===== config.mk =====
export PLATFORM = sky130hd
export DESIGN_NAME = scan_integer_field_unit
export DESIGN_NICKNAME = d
export VERILOG_FILES = /design/src/rtl/sif_pkg.sv /design/src/rtl/scan_integer_field_unit.sv /design/src/rtl/sif_step.sv
export SDC_FILE = /design/constraint.sdc
export NUM_CORES = 1
export LEC_CHECK = 0
export BUFFER_PORTS_ARGS = -buffer_cell sky130_fd_sc_hd__buf_4
export CORE_ASPECT_RATIO = 0.7
export CORE_UTILIZATION = 25
export DETAILED_ROUTE_END_ITERATION = 16
export GPL_TIMING_DRIVEN = 0
export PLACE_DENSITY_LB_ADDON = 0.25
export SLEW_MARGIN = 20
export SYNTH_ARGS = -nofsm -noshare
export SYNTH_HDL_FRONTEND = slang
export SYNTH_SLANG_ARGS = --single-unit

===== constraint.sdc =====
create_clock -name clk -period 17.9 [get_ports clk]
set_clock_uncertainty 0.1 [all_clocks]
set_input_delay 2.685 -clock clk [delete_from_list [all_inputs] [get_ports clk]]
set_output_delay 2.685 -clock clk [all_outputs]
set_load 0.01 [all_outputs]

===== src/rtl/sif_pkg.sv =====
// ----------------------------------------------------------------------------
// sif_pkg
// Types, codes and character helpers shared by the integer field scanner.
// ----------------------------------------------------------------------------
package sif_pkg;

  localparam int CNT_W       = 8;   // width and count fields
  localparam int CHAR_W      = 8;
  localparam int KIND_W      = 3;
  localparam int OUT_VALUE_W = 32;
  localparam int IN_USER_W   = 1;
  localparam int OUT_DATA_W  = 48;  // 43 payload bits padded to whole bytes
  localparam int CFG_IDX_W   = 2;
  localparam int CFG_DATA_W  = 8;
  localparam int DIGIT_W     = 5;

  localparam int MAX_WIDTH_DEF  = 128;
  localparam int VALUE_BITS_DEF = 32;

  // Configuration register indexes.
  localparam logic [CFG_IDX_W-1:0] CFG_KIND  = 2'd0;
  localparam logic [CFG_IDX_W-1:0] CFG_WIDTH = 2'd1;
  localparam logic [CFG_IDX_W-1:0] CFG_SHORT = 2'd2;

  // Conversion kinds.
  localparam logic [KIND_W-1:0] KIND_D = 3'd0;
  localparam logic [KIND_W-1:0] KIND_I = 3'd1;
  localparam logic [KIND_W-1:0] KIND_O = 3'd2;
  localparam logic [KIND_W-1:0] KIND_U = 3'd3;
  localparam logic [KIND_W-1:0] KIND_X = 3'd4;
  localparam logic [KIND_W-1:0] KIND_B = 3'd5;

  localparam logic [KIND_W-1:0]  KIND_RESET  = KIND_D;
  localparam logic [CNT_W-1:0]   WIDTH_RESET = 8'd128;

  // Characters of interest.
  localparam logic [CHAR_W-1:0] CH_SPACE = 8'h20;
  localparam logic [CHAR_W-1:0] CH_TAB   = 8'h09;
  localparam logic [CHAR_W-1:0] CH_CR    = 8'h0D;
  localparam logic [CHAR_W-1:0] CH_PLUS  = 8'h2B;
  localparam logic [CHAR_W-1:0] CH_MINUS = 8'h2D;
  localparam logic [CHAR_W-1:0] CH_0     = 8'h30;
  localparam logic [CHAR_W-1:0] CH_9     = 8'h39;
  localparam logic [CHAR_W-1:0] CH_A_UP  = 8'h41;
  localparam logic [CHAR_W-1:0] CH_F_UP  = 8'h46;
  localparam logic [CHAR_W-1:0] CH_A_LO  = 8'h61;
  localparam logic [CHAR_W-1:0] CH_F_LO  = 8'h66;
  localparam logic [CHAR_W-1:0] CH_X_UP  = 8'h58;
  localparam logic [CHAR_W-1:0] CH_X_LO  = 8'h78;

  localparam logic [DIGIT_W-1:0] NO_DIGIT = 5'd31;

  typedef enum logic [4:0] {
    PH_SKIP   = 5'b00001,
    PH_SIGN   = 5'b00010,
    PH_PREFIX = 5'b00100,
    PH_ZERO   = 5'b01000,
    PH_DIGITS = 5'b10000
  } phase_t;

  typedef enum logic [1:0] {
    B_BIN = 2'd0,
    B_OCT = 2'd1,
    B_DEC = 2'd2,
    B_HEX = 2'd3
  } base_t;

  typedef struct packed {
    phase_t           phase;
    logic [CNT_W-1:0] width_left;
    logic             negative;
    logic             overflow_seen;
    base_t            base;
    logic [CNT_W-1:0] taken;
  } sif_state_t;

  localparam sif_state_t STATE_CLEAR = '{
    phase:         PH_SKIP,
    width_left:    '0,
    negative:      1'b0,
    overflow_seen: 1'b0,
    base:          B_DEC,
    taken:         '0
  };

  typedef struct packed {
    logic                   char_consumed;
    logic [CNT_W-1:0]       chars_taken;
    logic                   overflowed;
    logic                   ok;
    logic [OUT_VALUE_W-1:0] value;
  } sif_result_t;

  function automatic logic is_space(input logic [CHAR_W-1:0] c);
    return (c == CH_SPACE) || (c >= CH_TAB && c <= CH_CR);
  endfunction

  function automatic logic [DIGIT_W-1:0] digit_of(input logic [CHAR_W-1:0] c);
    logic [DIGIT_W-1:0] d;
    d = NO_DIGIT;
    if (c >= CH_0 && c <= CH_9) begin
      d = DIGIT_W'(c - CH_0);
    end else if (c >= CH_A_LO && c <= CH_F_LO) begin
      d = DIGIT_W'(c - CH_A_LO + 8'd10);
    end else if (c >= CH_A_UP && c <= CH_F_UP) begin
      d = DIGIT_W'(c - CH_A_UP + 8'd10);
    end
    return d;
  endfunction

  function automatic logic [DIGIT_W-1:0] radix_of(input base_t b);
    logic [DIGIT_W-1:0] r;
    case (b)
      B_BIN:   r = 5'd2;
      B_OCT:   r = 5'd8;
      B_DEC:   r = 5'd10;
      default: r = 5'd16;
    endcase
    return r;
  endfunction

  // Base that a field starts with; kind i starts as hex so that 0x is seen.
  function automatic base_t kind_base(input logic [KIND_W-1:0] kind);
    base_t b;
    case (kind) inside
      KIND_I, KIND_X: b = B_HEX;
      KIND_O:         b = B_OCT;
      KIND_B:         b = B_BIN;
      default:        b = B_DEC;
    endcase
    return b;
  endfunction

endpackage


===== src/rtl/scan_integer_field_unit.sv =====
// ----------------------------------------------------------------------------
// scan_integer_field_unit
// Scanf-style integer field converter fed one character per request.
// ----------------------------------------------------------------------------
// Takes one character request per clock cycle, back to back. A request is
// held in an input register; the field step logic (one radix multiply-add
// and compare, then result formatting) then updates the field state from it
// and, when the field ends, loads the result register that drives out_tvalid.
// A waiting result does not stop the next request from entering the input
// register; only a full result register that is not being drained holds the
// input side back. Configuration writes are taken at any time, one per cycle,
// and should be made while no field is in progress.
module scan_integer_field_unit #(
  parameter int MAX_WIDTH  = sif_pkg::MAX_WIDTH_DEF,
  parameter int VALUE_BITS = sif_pkg::VALUE_BITS_DEF
) (
  input  logic                           clk,
  input  logic                           rst_n,
  // tdata: char_code[7:0]
  input  logic                           in_tvalid,
  output logic                           in_tready,
  input  logic [sif_pkg::CHAR_W-1:0]     in_tdata,
  // tuser: end_of_input[0]
  input  logic [sif_pkg::IN_USER_W-1:0]  in_tuser,
  // tdata: value[31:0], ok[32], overflowed[33], chars_taken[41:34],
  //        char_consumed[42], zero[47:43]
  output logic                           out_tvalid,
  input  logic                           out_tready,
  output logic [sif_pkg::OUT_DATA_W-1:0] out_tdata,
  input  logic                           cfg_valid,
  output logic                           cfg_ready,
  input  logic [sif_pkg::CFG_IDX_W-1:0]  cfg_index,
  input  logic [sif_pkg::CFG_DATA_W-1:0] cfg_data
);
  import sif_pkg::*;

  localparam int RES_W = $bits(sif_result_t);

  logic [KIND_W-1:0]     kind_r;
  logic [CNT_W-1:0]      width_r;
  logic                  short_r;

  logic                  in_valid_r;
  logic [CHAR_W-1:0]     in_char_r;
  logic                  in_eoi_r;

  sif_state_t            state_r;
  sif_state_t            state_nxt;
  logic [VALUE_BITS-1:0] mag_r;
  logic [VALUE_BITS-1:0] mag_nxt;

  logic                  out_valid_r;
  sif_result_t           out_res_r;

  logic                  advance;
  logic                  emit;
  sif_result_t           result;

  assign cfg_ready  = 1'b1;
  assign advance    = in_valid_r && (!out_valid_r || out_tready);
  assign in_tready  = !in_valid_r || advance;
  assign out_tvalid = out_valid_r;
  assign out_tdata  = {{(OUT_DATA_W - RES_W){1'b0}}, out_res_r};

  sif_step #(
    .MAX_WIDTH  (MAX_WIDTH),
    .VALUE_BITS (VALUE_BITS)
  ) u_step (
    .kind         (kind_r),
    .field_width  (width_r),
    .short_result (short_r),
    .char_code    (in_char_r),
    .end_of_input (in_eoi_r),
    .state_cur    (state_r),
    .mag_cur      (mag_r),
    .state_nxt    (state_nxt),
    .mag_nxt      (mag_nxt),
    .emit         (emit),
    .result       (result)
  );

  always_ff @(posedge clk) begin
    if (!rst_n) begin
      kind_r  <= KIND_RESET;
      width_r <= WIDTH_RESET;
      short_r <= 1'b0;
    end else if (cfg_valid && cfg_ready) begin
      unique case (cfg_index)
        CFG_KIND:  kind_r  <= cfg_data[KIND_W-1:0];
        CFG_WIDTH: width_r <= cfg_data;
        CFG_SHORT: short_r <= cfg_data[0];
        default:   ;
      endcase
    end
  end

  always_ff @(posedge clk) begin
    if (!rst_n) begin
      in_valid_r <= 1'b0;
    end else if (in_tready) begin
      in_valid_r <= in_tvalid;
    end
  end

  always_ff @(posedge clk) begin
    if (in_tvalid && in_tready) begin
      in_char_r <= in_tdata;
      in_eoi_r  <= in_tuser[0];
    end
  end

  always_ff @(posedge clk) begin
    if (!rst_n) begin
      state_r <= STATE_CLEAR;
      mag_r   <= '0;
    end else if (advance) begin
      state_r <= state_nxt;
      mag_r   <= mag_nxt;
    end
  end

  always_ff @(posedge clk) begin
    if (!rst_n) begin
      out_valid_r <= 1'b0;
    end else if (advance && emit) begin
      out_valid_r <= 1'b1;
    end else if (out_tready) begin
      out_valid_r <= 1'b0;
    end
  end

  always_ff @(posedge clk) begin
    if (advance && emit) begin
      out_res_r <= result;
    end
  end

endmodule


===== src/rtl/sif_step.sv =====
// ----------------------------------------------------------------------------
// sif_step
// Next-state and result logic for one character of an integer field.
// ----------------------------------------------------------------------------
module sif_step #(
  parameter int MAX_WIDTH  = sif_pkg::MAX_WIDTH_DEF,
  parameter int VALUE_BITS = sif_pkg::VALUE_BITS_DEF
) (
  input  logic [sif_pkg::KIND_W-1:0] kind,
  input  logic [sif_pkg::CNT_W-1:0]  field_width,
  input  logic                       short_result,
  input  logic [sif_pkg::CHAR_W-1:0] char_code,
  input  logic                       end_of_input,
  input  sif_pkg::sif_state_t        state_cur,
  input  logic [VALUE_BITS-1:0]      mag_cur,
  output sif_pkg::sif_state_t        state_nxt,
  output logic [VALUE_BITS-1:0]      mag_nxt,
  output logic                       emit,
  output sif_pkg::sif_result_t       result
);
  import sif_pkg::*;

  localparam int FULL_W = VALUE_BITS + 4;
  localparam int EXT_W  = (VALUE_BITS > OUT_VALUE_W) ? VALUE_BITS : OUT_VALUE_W;
  localparam logic [CNT_W-1:0]      MAX_W_C = CNT_W'(MAX_WIDTH);
  localparam logic [VALUE_BITS-1:0] ALL_ONES = '1;
  localparam logic [VALUE_BITS-1:0] HALF = VALUE_BITS'(1) << (VALUE_BITS - 1);

  sif_state_t          st;
  logic [VALUE_BITS-1:0] mag;
  logic                done;
  logic                take;
  logic                consumed;
  logic [DIGIT_W-1:0]  dig;
  logic [FULL_W-1:0]   full;
  logic                signed_kind;
  logic                ovf;
  logic [VALUE_BITS-1:0] v;
  logic [EXT_W-1:0]    v_ext;
  logic [CNT_W-1:0]    wl;

  always_comb begin
    st       = state_cur;
    mag      = mag_cur;
    done     = 1'b0;
    take     = 1'b0;
    consumed = 1'b0;
    emit     = 1'b0;
    full     = '0;
    wl       = (field_width > MAX_W_C) ? MAX_W_C : field_width;
    dig      = digit_of(char_code);

    if (end_of_input) begin
      emit = 1'b1;
    end else begin
      if (st.phase == PH_SKIP) begin
        if (is_space(char_code)) begin
          done = 1'b1;
        end else begin
          st.width_left = wl;
          if (wl == '0) begin
            emit = 1'b1;
            done = 1'b1;
          end else begin
            st.base  = kind_base(kind);
            st.phase = PH_SIGN;
          end
        end
      end
      if (!done && st.phase == PH_SIGN) begin
        st.phase = PH_PREFIX;
        if (char_code == CH_PLUS || char_code == CH_MINUS) begin
          st.negative = (char_code == CH_MINUS);
          take = 1'b1;
          done = 1'b1;
        end
      end
      if (!done && st.phase == PH_PREFIX) begin
        if (st.base == B_HEX && char_code == CH_0) begin
          st.phase = PH_ZERO;
          take = 1'b1;
          done = 1'b1;
        end else begin
          if (kind == KIND_I) begin
            st.base = B_DEC;
          end
          st.phase = PH_DIGITS;
        end
      end
      if (!done && st.phase == PH_ZERO) begin
        st.phase = PH_DIGITS;
        if (char_code == CH_X_LO || char_code == CH_X_UP) begin
          take = 1'b1;
          done = 1'b1;
        end else if (kind == KIND_I) begin
          st.base = B_OCT;
        end
      end
      if (!done) begin
        if (dig >= radix_of(st.base)) begin
          emit = 1'b1;
        end else begin
          // Radix multiply as shifts; anything above the value width is overflow.
          case (st.base)
            B_BIN:   full = FULL_W'(mag) << 1;
            B_OCT:   full = FULL_W'(mag) << 3;
            B_DEC:   full = (FULL_W'(mag) << 3) + (FULL_W'(mag) << 1);
            default: full = FULL_W'(mag) << 4;
          endcase
          full = full + FULL_W'(dig);
          if (!st.overflow_seen) begin
            if (full[FULL_W-1:VALUE_BITS] != '0) begin
              st.overflow_seen = 1'b1;
              mag = ALL_ONES;
            end else begin
              mag = full[VALUE_BITS-1:0];
            end
          end
          take = 1'b1;
        end
      end
    end

    if (take) begin
      st.width_left = st.width_left - 1'b1;
      st.taken      = st.taken + 1'b1;
      if (st.width_left == '0) begin
        emit     = 1'b1;
        consumed = 1'b1;
      end
    end

    // Result formatting from the updated field state.
    signed_kind = (kind == KIND_D) || (kind == KIND_I);
    ovf = 1'b0;
    v   = '0;
    if (st.taken != '0) begin
      if (signed_kind) begin
        if (st.overflow_seen || mag > (st.negative ? HALF : HALF - 1'b1)) begin
          ovf = 1'b1;
          v   = st.negative ? HALF : HALF - 1'b1;
        end else begin
          v = st.negative ? (VALUE_BITS'(0) - mag) : mag;
        end
      end else if (st.overflow_seen) begin
        ovf = 1'b1;
        v   = ALL_ONES;
      end else begin
        v = st.negative ? (VALUE_BITS'(0) - mag) : mag;
      end
    end
    v_ext = EXT_W'(v);
    if (signed_kind && v[VALUE_BITS-1]) begin
      v_ext = v_ext | ~EXT_W'(ALL_ONES);
    end

    result.value         = v_ext[OUT_VALUE_W-1:0];
    if (short_result) begin
      result.value = {16'h0000, v_ext[15:0]};
    end
    result.ok            = (st.taken != '0);
    result.overflowed    = ovf;
    result.chars_taken   = st.taken;
    result.char_consumed = consumed;

    if (emit) begin
      state_nxt = STATE_CLEAR;
      mag_nxt   = '0;
    end else begin
      state_nxt = st;
      mag_nxt   = mag;
    end
  end

endmodule


==> summary.md, run 1 <==
| Metric | Value |
|---|---|
| Post-CTS setup buffer count | 0 |
| First-pass GRT wire length | 66200 um |
| Number of synthesized flops with an enable pin | 52 |
| Fmax | 69.6 MHz |
| Via count | 12174 |
| Worst hold slack | 0.368 ns |
| Total GRT Usage | 0.173 |
| Asr flop ratio synth | 0 |
| Final count of hold timing violations | 0 |
| Relative slew slack | 0.228 |
| N_diodes | 0 |
| Area Growth Syn to Fin | 16.5% |
| Class of the most critical setup path | register to register |
| Die W | 265 um |
| Yosys warns | 0 |
| Core Util, Final | 0.295 |
| CTS tree | yes |
| Antenna-violating nets left | 0 |
| Die H | 186 um |
| Largest net degree at the start of global routing | 35 |
| Vias in the first global route | 11276 |
| Clock latency on the worst-skew pair | 0.45 ns |
| Flops & latches, synth | 123 |
| Max clock buf depth | 2 |
| Root Buffer | clkbuf_16 |
| GRT Residual Overflow | 0 |
| Drt via density | 5.39 |
| Die Area | 0.0493 mm^2 |
| Seq/Total Area, Yosys | 0.246 |
| Top FF cell, synth | dfxtp_1 |
| DRC Markers | 0 |
| Row Count | 67 |
| Max IR drop VDD | 0.0000583 V |
| Mapped Area | 0.0121 mm^2 |
| TritonCTS Buffers | 17 |
| Avg Synthesized Cell Area | 8.09 um^2 |
| Post-CTS Resized | 0 |
| GPL Wtd Cong | 0.907 |
| Required @ worst endpoint | 18.03 ns |
| Max stage delay on crit path | 0.65 ns |
| Final min period | 14.37 ns |
| Initial core utilization | 0.253 |
| Maxcap violations | 0 |
| Final HPWL DP | 33800 um |
| H-tree levels | 4 |
| CP startpoint kind | register |
| Synth cell types | 107 |
| Slowest stage cell, crit path | nor3_1 |
| Status | complete, no violations |
| Share of layout cells above drive strength 1 | 0.114 |
| Mapped Cells | 1497 |
| Hold_buf cts | 0 |
| Pins over their slew limit | 0 |
| HP Class | register to register |
| CORE AREA | 0.0479 mm^2 |
| RSZ-0062 raised after global routing | no |
| Initial antenna violation count | 1 |
| Power density over cell area | 65.7 mW/mm^2 |
| Layout fillers | 5124 |
| Worst Path Arrival | 14.49 ns |
| Worst Tran Pin Value | 1.16 ns |
| Final Cycle Share | 0.803 |
| DR WL/cell | 19.1 um |
| DRT Wirelength | 43100 um |
| Worst-path fanout max | 10 |
| TNS Setup | 0 ns |
| First-pass DRT Iterations | 6 |
| Sink Count | 123 |
| Leakage | 0.00531 uW |
| I/O Buffers | 67 |
| Endpoint class of the critical path | register |
| Nets | 1703 |
| DR iter-0 viols | 1188 |
| Top Ports | 75 |
| # setup viols final | 0 |
| Worst-path clk slew | 0.07 ns |
==> path summary, 6_finish.rpt <==
check	from	slack (ns)	cells after the start	to
hold reg to reg	state_r[13]	0.37	2	state_r[13]
setup / recovery	in_char_r[0]	3.53	47	out_tdata[16]
hold / removal	state_r[13]	0.37	2	state_r[13]
setup reg to reg	in_char_r[0]	3.53	47	out_tdata[16]
==> worst max-delay path: cells and delay by family, from the launching register on <==
family,cells,cell delay [ns]
AOI/OAI and AO/OA,19,4.71
buffers and inverters,8,3.03
and+or+nand+nor,15,4.05
adders and majority gates,4,1.10
muxes,1,0.62
DFF,1,0.50
==> logic make-up after synthesis <==
group	share of synthesized area
AO/OA/AOI/OAI	0.274
XOR/XNOR	0.0514
adder cells (fa/ha/maj)	0.0942
buffers and inverters	0.0469
flip-flops	0.246
multiplexers	0.0298
other	0.000620
AND/OR/NAND/NOR	0.257
==> power by group <==
group / switching, uW / internal [uW] / leakage [uW]
Sequential: 5.37 / 302 / 0.00105
Clock: 150 / 214 / 0.000299
Combinational: 169 / 86.3 / 0.00396
Total: 324 / 602 / 0.00531
==> area by class of cell <==
cell class                      count  area, um^2  share of cell area
Clock inverter                     14         171              0.0122
Clock buffer                       18         439              0.0311
Sequential cell                   123        2980               0.211
Timing Repair Buffer               69         551              0.0390
Multi-Input combinational cell   1240        8570               0.608
Buffer                             86         374              0.0265
Inverter                           52         195              0.0138
Tap cell                          655         820              0.0581
==> placed cells by master, fill, tap and decap left out, types with 29 or more instances in the layout <==
| cell type | netlist | final |
|---|---|---|
| a21oi_1 | 126 | 126 |
| nand2_1 | 117 | 117 |
| nor2_1 | 101 | 101 |
| ha_1 | 88 | 88 |
| buf_4 | 6 | 73 |
| dfxtp_1 | 71 | 71 |
| o21ai_0 | 64 | 64 |
| nor2b_1 | 57 | 57 |
| nand3_1 | 55 | 55 |
| nor3_1 | 52 | 52 |
| edfxtp_1 | 52 | 52 |
| clkbuf_1 | 52 | 51 |
| inv_1 | 51 | 50 |
| xnor2_1 | 41 | 41 |
| a22oi_1 | 34 | 34 |
| nand2b_1 | 32 | 32 |
| a31oi_1 | 30 | 30 |
| xor2_1 | 30 | 30 |
| mux2i_1 | 29 | 29 |
==> synth_stat cells, drive strengths merged (10+ instances only) <==
library cell	instances	area share
dfxtp	71	0.12
nand4	25	0.014
buf	34	0.015
nor3	54	0.023
ha	88	0.091
clkbuf	52	0.016
a221oi	15	0.012
inv	51	0.016
nor2b	57	0.029
edfxtp	52	0.13
a211oi	21	0.017
nand3	56	0.024
o31ai	15	0.0093
o21ai	74	0.031
a221o	20	0.017
mux2i	30	0.025
a21boi	14	0.0087
a21oi	130	0.056
a22oi	35	0.023
xnor2	41	0.030
a31oi	32	0.018
nor4	15	0.015
nand2b	32	0.017
a21o	13	0.0081
o22ai	15	0.0077
o21a	21	0.013
nand2	118	0.037
nor2	102	0.032
nor3b	23	0.015
and2	19	0.0098
xor2	30	0.022
nand3b	10	0.0062
==> per-layer routing <==
metal | GRT usage | vias to the layer above | part of all wire
met3 | 0.0350 | 28 | 0.069
li1 | - | 5830 | -
met2 | 0.247 | 398 | 0.40
met4 | 0.0289 | 0 | 0.0058
met1 | 0.265 | 5918 | 0.52
met5 | 0 | - | 0
==> through the flow <==
stage,worst slack [ns],cell area (um^2),instances,total power (uW)
after global routing,2.58,14100,2257,964
after floorplan,7.58,12100,1501,483
after global placement,4.13,13400,2223,558
after detailed placement,3.88,13500,2225,562
after CTS,3.80,14100,2257,926
final,3.53,14100,2257,926
==> sequential cells by signal (all words and copies together), names as in the netlist <==
register and count:
in_char_r 8, out_tvalid 1, in_eoi_r 1, in_valid_r 1, short_r 1, state_r 25, width_r 8, kind_r 3
out_tdata 43, mag_r 32
No activity file was read; power rests on OpenSTA's default activity.
==> run 2: changes to the inputs <==
Clock period 17.9 ns to 12.9 ns, I/O delays scaled along.
==> summary.md, run 2 (same netlist as run 1, synthesis figures left out) <==
| Metric | Value |
|---|---|
| H-tree levels | 4 |
| Share of layout cells above drive strength 1 | 0.126 |
| First-pass DRT Iterations | 6 |
| Worst Tran Pin Value | 1.17 ns |
| CTS tree | yes |
| Post-Place Setup Slack | -1.12 ns |
| Max clock buf depth | 2 |
| Top Ports | 75 |
| Initial antenna violation count | 1 |
| Hold_buf cts | 0 |
| Area Growth Syn to Fin | 17.1% |
| Max FFs per register | 43 |
| Die Area | 0.0493 mm^2 |
| Slowest stage cell, crit path | edfxtp_1 |
| CORE AREA | 0.0479 mm^2 |
| Setup ws final | 0.880 ns |
| # setup viols final | 0 |
| DR iter-0 viols | 1253 |
| Setup crit start | in_char_r[0] |
| Die H | 186 um |
| DRC Markers | 0 |
| Root Buffer | clkbuf_16 |
| Worst-path clk slew | 0.07 ns |
| Class of the most critical setup path | register to register |
| Fmax | 83.2 MHz |
| Endpoint class of the critical path | register |
| Worst Path Arrival | 12.22 ns |
| Antenna-violating nets left | 0 |
| CP startpoint kind | register |
| Total GRT Usage | 0.172 |
| Die W | 265 um |
| Reg2reg start | in_char_r[0] |
| Final HPWL DP | 33800 um |
| Power density over cell area | 90.8 mW/mm^2 |
| Final Cycle Share | 0.932 |
| N_diodes | 0 |
| Nets | 1702 |
| Vias in the first global route | 11271 |
| Commonest non-fill, non-tap cell in the layout | a21oi_1 |
| Drt via density | 5.38 |
| TritonCTS Buffers | 17 |
| Final min period | 12.02 ns |
| Pins over their slew limit | 0 |
| Clock latency on the worst-skew pair | 0.45 ns |
| Max IR drop VDD | 0.0000795 V |
| Sink Count | 123 |
| GPL Wtd Cong | 0.907 |
| Hold_sp | state_r[13] |
| TNS Setup | 0 ns |
| Placed Instances | 2225 |
| GRT Residual Overflow | 0 |
| DR WL/cell | 19.0 um |
| Final Non-Filler Cells | 2256 |
| HP Class | register to register |
| Status | complete, no violations |
| Via count | 12142 |
| Required @ worst endpoint | 13.10 ns |
| Worst-path fanout max | 18 |
| DRT Wirelength | 42900 um |
| Relative slew slack | 0.221 |
| I/O Buffers | 67 |
| Max stage delay on crit path | 0.50 ns |
| Largest net degree at the start of global routing | 35 |
| Maxcap violations | 0 |
| Row Count | 67 |
| Core Util, Final | 0.296 |
| Most frequent CP cell | o21a_1 |
| First-pass GRT wire length | 66100 um |
| Most frequent cells in the layout | 125 x a21oi_1, 117 x nand2_1, 100 x nor2_1 |
| Leakage | 0.00535 uW |
| Final count of hold timing violations | 0 |
| Initial core utilization | 0.253 |
-- run 2: final cells by class --
cell class	count	area, um^2
repair buffers	72	573
well taps	655	820
multi-input cells	1240	8630
clock buffers	18	439
inverters	52	195
clock inverters	14	171
plain buffers	82	370
flip-flops and latches	123	2980
fillers	5123	33700
-- run 2: worst paths after layout --
| kind | to | slack, ns | depth (start not counted) |
|---|---|---|---|
| setup / recovery | out_tdata[28] | 0.88 | 50 |
| hold / removal | state_r[13] | 0.37 | 2 |
| setup reg to reg | out_tdata[28] | 0.88 | 50 |
| hold reg to reg | state_r[13] | 0.37 | 2 |
-- run 2: worst max-delay path, delay by kind of cell (launching register included) --
family | cells | cell delay [ns]
compound gates | 20 | 4.29
simple gates | 15 | 3.48
buf+inv | 9 | 2.16
fa+ha+maj | 4 | 1.02
flops | 1 | 0.50
mux | 2 | 0.27
-- run 2: power breakdown --
| group | leakage (uW) | internal, uW | switching [uW] | total (uW) |
|---|---|---|---|---|
| Combinational | 0.00400 | 122 | 234 | 356 |
| Clock | 0.000299 | 298 | 207 | 504 |
| Sequential | 0.00105 | 419 | 7.46 | 426 |
| Total | 0.00535 | 838 | 448 | 1290 |
-- run 2: metal layers --
metal,part of all wire,vias up,GRT usage
met5,0,-,0
met4,0.0057,0,0.0291
met3,0.066,28,0.0345
met2,0.41,372,0.247
met1,0.52,5907,0.264
li1,-,5835,-
-- run 2: timing repair --
item                       in CTS  in global routing
pin swaps                       0                  1
setup buffers                   0                  3
setup endpoints to repair      32                 32
cloned                          0                  0
resized for setup               6                 17
-- run 2: through the flow --
step	cell area, um^2	hold slack [ns]	total power [uW]
finish	14200	0.369	1290
global route	14200	0.390	1340
CTS	14100	0.369	1290
detailed placement	13500	0.359	779
global placement	13400	0.355	774
floorplan	12100	0.341	670
